### config.mk
export PLATFORM = sky130hd
export DESIGN_NAME = double_ended_queue_unit
export DESIGN_NICKNAME = d
export VERILOG_FILES = /design/src/sv/deq_pkg.sv /design/src/sv/deq_cell.sv /design/src/sv/double_ended_queue_unit.sv
export SDC_FILE = /design/constraint.sdc
export NUM_CORES = 1
export LEC_CHECK = 0
export ABC_AREA = 1
export BUFFER_PORTS_ARGS = -buffer_cell sky130_fd_sc_hd__buf_2
export CAP_MARGIN = 25
export CORE_MARGIN = 1.5
export CORE_UTILIZATION = 25
export CTS_CLUSTER_DIAMETER = 120
export DETAILED_ROUTE_END_ITERATION = 8
export PLACE_DENSITY = 0.49
export SKIP_CTS_REPAIR_TIMING = 1
export SLEW_MARGIN = 20
export SYNTH_ARGS = -nofsm -noshare
export SYNTH_HDL_FRONTEND = slang
export SYNTH_HIERARCHICAL = 1
export SYNTH_SLANG_ARGS = --single-unit
### constraint.sdc
create_clock -name clk -period 5.3 [get_ports clk]
set_input_delay 0.795 -clock clk [delete_from_list [all_inputs] [get_ports clk]]
set_output_delay 0.795 -clock clk [all_outputs]
set_load 0.02 [all_outputs]
### src/sv/deq_pkg.sv
package deq_pkg;

  localparam int DEPTH_DEFAULT = 16;
  localparam int WORD_W = 32;

  typedef enum logic [1:0] {
    OP_PUSH_FRONT = 2'd0,
    OP_PUSH_REAR  = 2'd1,
    OP_POP_FRONT  = 2'd2,
    OP_POP_REAR   = 2'd3
  } op_t;

  typedef enum logic [1:0] {
    ST_OK        = 2'd0,
    ST_UNDERFLOW = 2'd1,
    ST_OVERFLOW  = 2'd2
  } status_t;

  // Per-cycle command broadcast to every cell; set only for a successful operation.
  typedef struct packed {
    logic push_front;
    logic push_rear;
    logic pop_front;
    logic pop_rear;
  } cell_ctrl_t;

endpackage

### src/sv/deq_cell.sv
module deq_cell #(
  parameter int INDEX  = 0,
  parameter int CountW = 5
) (
  input  logic                              clk,
  input  deq_pkg::cell_ctrl_t               ctrl,
  input  logic [CountW-1:0]                 count,
  input  logic signed [deq_pkg::WORD_W-1:0] value_in,
  input  logic signed [deq_pkg::WORD_W-1:0] f_prev,
  input  logic signed [deq_pkg::WORD_W-1:0] f_next,
  input  logic signed [deq_pkg::WORD_W-1:0] r_prev,
  input  logic signed [deq_pkg::WORD_W-1:0] r_next,
  output logic signed [deq_pkg::WORD_W-1:0] f,
  output logic signed [deq_pkg::WORD_W-1:0] r
);

  // The f chain holds the queue in front-to-rear order, the r chain in
  // rear-to-front order, so both ends always sit in cell zero.
  logic at_count;
  logic signed [deq_pkg::WORD_W-1:0] f_next_val;
  logic signed [deq_pkg::WORD_W-1:0] r_next_val;

  assign at_count = (count == CountW'(INDEX));

  always_comb begin
    f_next_val = f;
    r_next_val = r;
    if (ctrl.push_front) begin
      f_next_val = f_prev;
      if (at_count) begin
        r_next_val = value_in;
      end
    end else if (ctrl.push_rear) begin
      r_next_val = r_prev;
      if (at_count) begin
        f_next_val = value_in;
      end
    end else if (ctrl.pop_front) begin
      f_next_val = f_next;
    end else if (ctrl.pop_rear) begin
      r_next_val = r_next;
    end
  end

  always_ff @(posedge clk) begin
    f <= f_next_val;
    r <= r_next_val;
  end

endmodule

### src/sv/double_ended_queue_unit.sv
// Bounded double-ended queue of signed 32-bit words, DEPTH entries deep.
// Input channel: in_valid/in_stall with operation and value_in. Operations are
// push front, push rear, pop front and pop rear. Output channel:
// out_valid/out_stall with value_out, status and fill_count, one result per
// input transaction, in order.
// Storage is a row of identical cells holding the queue twice, once in front
// order and once in rear order, so both ends are always in the first cell. Every
// successful operation shifts one order by one cell; a push also writes the cell at the count in the other.
// The result is registered and appears in the cycle after its transaction is taken;
// one transaction is taken per cycle while the receiver does not stall a pending result.
// A push to a full queue reports overflow, a pop from an empty queue reports
// underflow; neither changes the contents. value_out is zero unless a pop
// succeeds.
// Reset (rst, synchronous) empties the queue and drops any pending result;
// cell contents are not cleared and need no clearing pass.
// While the receiver stalls a pending result, in_stall is raised and no new
// transaction is taken; the result holds until it is taken.
module double_ended_queue_unit #(
  parameter int  DEPTH  = deq_pkg::DEPTH_DEFAULT,
  localparam int CountW = $clog2(DEPTH + 1)
) (
  input  logic                              clk,
  input  logic                              rst,
  input  logic                              in_valid,
  output logic                              in_stall,
  input  logic [1:0]                        operation,
  input  logic signed [deq_pkg::WORD_W-1:0] value_in,
  output logic                              out_valid,
  input  logic                              out_stall,
  output logic signed [deq_pkg::WORD_W-1:0] value_out,
  output logic [1:0]                        status,
  output logic [CountW-1:0]                 fill_count
);

  logic [CountW-1:0] count;
  logic [CountW-1:0] count_next;
  logic              take;
  logic              is_push;
  logic              full;
  logic              empty;
  logic              op_ok;
  deq_pkg::op_t      op;
  deq_pkg::cell_ctrl_t ctrl;
  deq_pkg::status_t  status_next;
  logic signed [deq_pkg::WORD_W-1:0] result_next;
  logic signed [deq_pkg::WORD_W-1:0] f_q [DEPTH];
  logic signed [deq_pkg::WORD_W-1:0] r_q [DEPTH];

  assign op       = deq_pkg::op_t'(operation);
  assign in_stall = out_valid && out_stall;
  assign take     = in_valid && !in_stall;
  assign is_push  = (op == deq_pkg::OP_PUSH_FRONT) || (op == deq_pkg::OP_PUSH_REAR);
  assign full     = (count == CountW'(DEPTH));
  assign empty    = (count == '0);
  assign op_ok    = is_push ? !full : !empty;

  always_comb begin
    ctrl = '0;
    if (take && op_ok) begin
      unique case (op)
        deq_pkg::OP_PUSH_FRONT: ctrl.push_front = 1'b1;
        deq_pkg::OP_PUSH_REAR:  ctrl.push_rear  = 1'b1;
        deq_pkg::OP_POP_FRONT:  ctrl.pop_front  = 1'b1;
        deq_pkg::OP_POP_REAR:   ctrl.pop_rear   = 1'b1;
        default:                ctrl            = '0;
      endcase
    end
  end

  always_comb begin
    count_next = count;
    if (ctrl.push_front || ctrl.push_rear) begin
      count_next = count + CountW'(1);
    end else if (ctrl.pop_front || ctrl.pop_rear) begin
      count_next = count - CountW'(1);
    end
  end

  always_comb begin
    result_next = '0;
    status_next = deq_pkg::ST_OK;
    if (!op_ok) begin
      status_next = is_push ? deq_pkg::ST_OVERFLOW : deq_pkg::ST_UNDERFLOW;
    end else if (op == deq_pkg::OP_POP_FRONT) begin
      result_next = f_q[0];
    end else if (op == deq_pkg::OP_POP_REAR) begin
      result_next = r_q[0];
    end
  end

  for (genvar i = 0; i < DEPTH; i++) begin : g_cell
    logic signed [deq_pkg::WORD_W-1:0] f_prev;
    logic signed [deq_pkg::WORD_W-1:0] f_next;
    logic signed [deq_pkg::WORD_W-1:0] r_prev;
    logic signed [deq_pkg::WORD_W-1:0] r_next;

    if (i == 0) begin : g_first
      assign f_prev = value_in;
      assign r_prev = value_in;
    end else begin : g_mid
      assign f_prev = f_q[i-1];
      assign r_prev = r_q[i-1];
    end

    if (i == DEPTH - 1) begin : g_last
      assign f_next = f_q[i];
      assign r_next = r_q[i];
    end else begin : g_inner
      assign f_next = f_q[i+1];
      assign r_next = r_q[i+1];
    end

    deq_cell #(
      .INDEX  (i),
      .CountW (CountW)
    ) u_cell (
      .clk      (clk),
      .ctrl     (ctrl),
      .count    (count),
      .value_in (value_in),
      .f_prev   (f_prev),
      .f_next   (f_next),
      .r_prev   (r_prev),
      .r_next   (r_next),
      .f        (f_q[i]),
      .r        (r_q[i])
    );
  end

  always_ff @(posedge clk) begin
    if (rst) begin
      count     <= '0;
      out_valid <= 1'b0;
    end else begin
      count <= count_next;
      if (take) begin
        out_valid <= 1'b1;
      end else if (!out_stall) begin
        out_valid <= 1'b0;
      end
    end
  end

  always_ff @(posedge clk) begin
    if (take) begin
      value_out  <= result_next;
      status     <= status_next;
      fill_count <= count_next;
    end
  end

`ifndef NO_ASSERTIONS
  a_count_bound: assert property (@(posedge clk) disable iff (rst)
    count <= CountW'(DEPTH))
    else $error("entry count exceeds the queue depth");

  a_underflow: assert property (@(posedge clk) disable iff (rst)
    (take && !is_push && empty) |=>
      (out_valid && status == deq_pkg::ST_UNDERFLOW && value_out == '0))
    else $error("pop from an empty queue did not report underflow");

  a_overflow: assert property (@(posedge clk) disable iff (rst)
    (take && is_push && full) |=>
      (status == deq_pkg::ST_OVERFLOW && fill_count == CountW'(DEPTH) && $stable(count)))
    else $error("push to a full queue did not report overflow");

  a_single_entry: assert property (@(posedge clk) disable iff (rst)
    (count == CountW'(1)) |-> (f_q[0] == r_q[0]))
    else $error("front and rear chains disagree on a single entry");
`endif

endmodule

==> flow_summary.yaml <==
floorplanning:
  ioPinCount: 79
  design.die.area_mm2: 0.237
  core_area_mm2: 0.233
  dieWidth_um: 487
  die_h_um: 487
  row_count: 177
  initial_utilization_pct: 25.2
place:
  hpwl_mm: 115
  place.gp.congestion: 0.771
  place_inst: 9685
  port_buffers: 78
  preCtsSetupSlack_ns: 1.11
cts:
  clk_pin_slew_worst_paths_ns: 0.06
  cts_buffers: 134
  cts_buffer_depth: 3
  root_buffer: "clkbuf_16"
  htreeDepth: 4
  clock_sinks: 1069
  insertion_delay_ns: 0.76
  cts_tree: "built"
layout:
  fin_nets: 6822
  synthToLayoutAreaGrowth_pct: 11.8
  drive_above_1_share_pct: 9.17
  final_cell_count_no_fill: 9937
synthesis:
  syn_area_mm2: 0.0585
  syn_inst: 6905
  syn-num-nets: 6945
  synth_flop_cell: "edfxtp_1"
  seq_area_frac_synth_pct: 54.8
  yosysMostFrequentCell: "nand2_1"
  synthTopCellsByCount: "2,007 x nand2_1, 1,204 x a21oi_1, 1,063 x edfxtp_1"
  yosys.area.top_type: "edfxtp_1"
  synth_edf_count: 1063
  synth_area_leaders: "edfxtp_1 55%, nand2_1 13%, a21oi_1 10%"
  synth_seq_cells: 1069
  ys_async_sr_fraction_pct: 0
  synth_area_per_cell_um2: 8.47
  yosys_warnings: 6
  synth_cell_types: 28
  synth_top_area_share_pct: 54.6
grt:
  gr-total-overflow: 0
  met2_usage_pct: 27.4
  use_met3_pct: 1.86
  first_global_vias: 49300
  busiest_layer: "met2"
  grt_max_degree: 206
  grt_pass1_wl_mm: 280
  grt_usage_pct: 14.8
  antenna_found_initial: 9
  use_met1_pct: 17.9
setup_path:
  r2r-start: "count[0]$_SDFF_PP0_"
  cp_max_fo: 65
  arrival_ns: 4.56
  cp_slowest_stage_delay_ns: 0.94
  cp_slowest_cell: "clkinv_2"
  crit_path_end_kind: "register"
  crit_chain: "inv_1 -> ha_1 -> nand3_1 -> nand3_1 -> nor2_4 -> clkinv_2 -> a21oi_1 -> nand2_1 -> nand2_1 -> buf_4"
  worstSetupStartpointType: "register"
  worst_ep_required_time_ns: 5.71
  path_class: "register to register"
  crit_path_start: "count[0]$_SDFF_PP0_"
timing:
  hold_slack_ns: 0.318
  maxSlewViolCount: 0
  hold_viol: 0
  tns_ns: 0
  finClkSkew_ns: 0.0241
  tightest_slew_ns: 1.37
  period_needed_ns: 4.15
  rsz0062_at_grt: "no"
  max_freq_ghz: 0.241
  setup_slack_ns: 1.15
  relSlewSlack_pct: 8.48
  min_period_over_period_pct: 78.4
  setup_viol: 0
flow_run:
  max-cap-violations: 0
detailed_routing:
  wl_per_cell_um: 18.3
  firstDrtPassIters: 6
  detail-route-antenna-nets: 0
  drc_errors: 0
  vias: 47100
  drtIter0Drc: 3456
  vias_per_cell: 4.74
  wl_mm: 181
pwr:
  total_power_w: 0.0219
  peakVddDrop_uv: 240
  power.density_mw_per_mm2: 335
  p_leak_nw: 26.4
run_status:
  run_status: "completed"
worst_hold_path:
  hold_class: "input port to register"
  hold_start: "rst"
## layer usage
metal	part of all wire, %	up-vias
li1	-	22600
met4	2.2	0
met1	42	23400
met5	0	-
met3	3.4	285
met2	53	838
## worst max-delay path: cells and delay by family (launching register included)
family | cells | cell delay [ns]
fa+ha+maj | 1 | 0.23
buf+inv | 3 | 1.40
compound gates | 1 | 0.45
simple gates | 5 | 1.33
flops | 1 | 0.32
## power by group
group          switching, W  total, W  internal, W
Combinational       0.00175   0.00254     0.000790
Sequential         0.000331    0.0104       0.0101
Clock               0.00375   0.00895      0.00519
Total               0.00583    0.0219       0.0161
## cell usage in the layout (no fill, tap or decap), types with 36 or more instances in the layout
master	synthesis	layout
buf_4	104	93
nand3_1	546	546
edfxtp_1	1063	1063
or2_1	238	238
clkbuf_1	50	36
inv_1	493	493
clkbuf_16	0	140
nand2_1	2007	2001
or2_2	214	214
a21oi_1	1204	1204
nor2_1	616	614
buf_2	240	78
## through the flow
step,utilization (%),cell area [µm²]
floorplan,-,58500
global placement,26.2,60900
detailed placement,26.3,61100
CTS,28.1,65300
global route,28.1,65400
finish,28.1,65400
## cell families after synthesis
kind of cell	after synthesis	share of synthesized area [%]
and+or+nand+nor	3649	26.7
AOI/OAI and AO/OA	1205	10.3
DFF	1069	54.8
buffers and inverters	979	8.19
adders and majority gates	2	0.0428
xor gates and xnor gates	1	0.0150
## layout make-up
type | count | area, µm²
clock buffer | 177 | 3650
tap | 3043 | 3810
sequential | 1069 | 32000
fill | 25000 | 167000
clock inverter | 66 | 547
inverter | 522 | 1970
timing repair buffer | 198 | 1640
multi-input combinational | 4857 | 21700
antenna | 5 | 12.5
## sequential cells by signal (all words and copies together), names as in the netlist
register         count
value_out           32
fill_count           5
status               2
g_cell.u_cell/f    512
out_valid            1
count                5
g_cell.u_cell/r    512
## worst paths after layout
kind	to	slack (ns)	depth (start not counted)
max reg2reg	g_cell[8].u_cell/r[22]$_DFFE_PP_	1.15	10
max	g_cell[8].u_cell/r[22]$_DFFE_PP_	1.15	10
min	count[0]$_SDFF_PP0_	0.32	2
min reg2reg	out_valid$_SDFFE_PP0P_	0.50	2
Power figures use the tool's default switching activity.
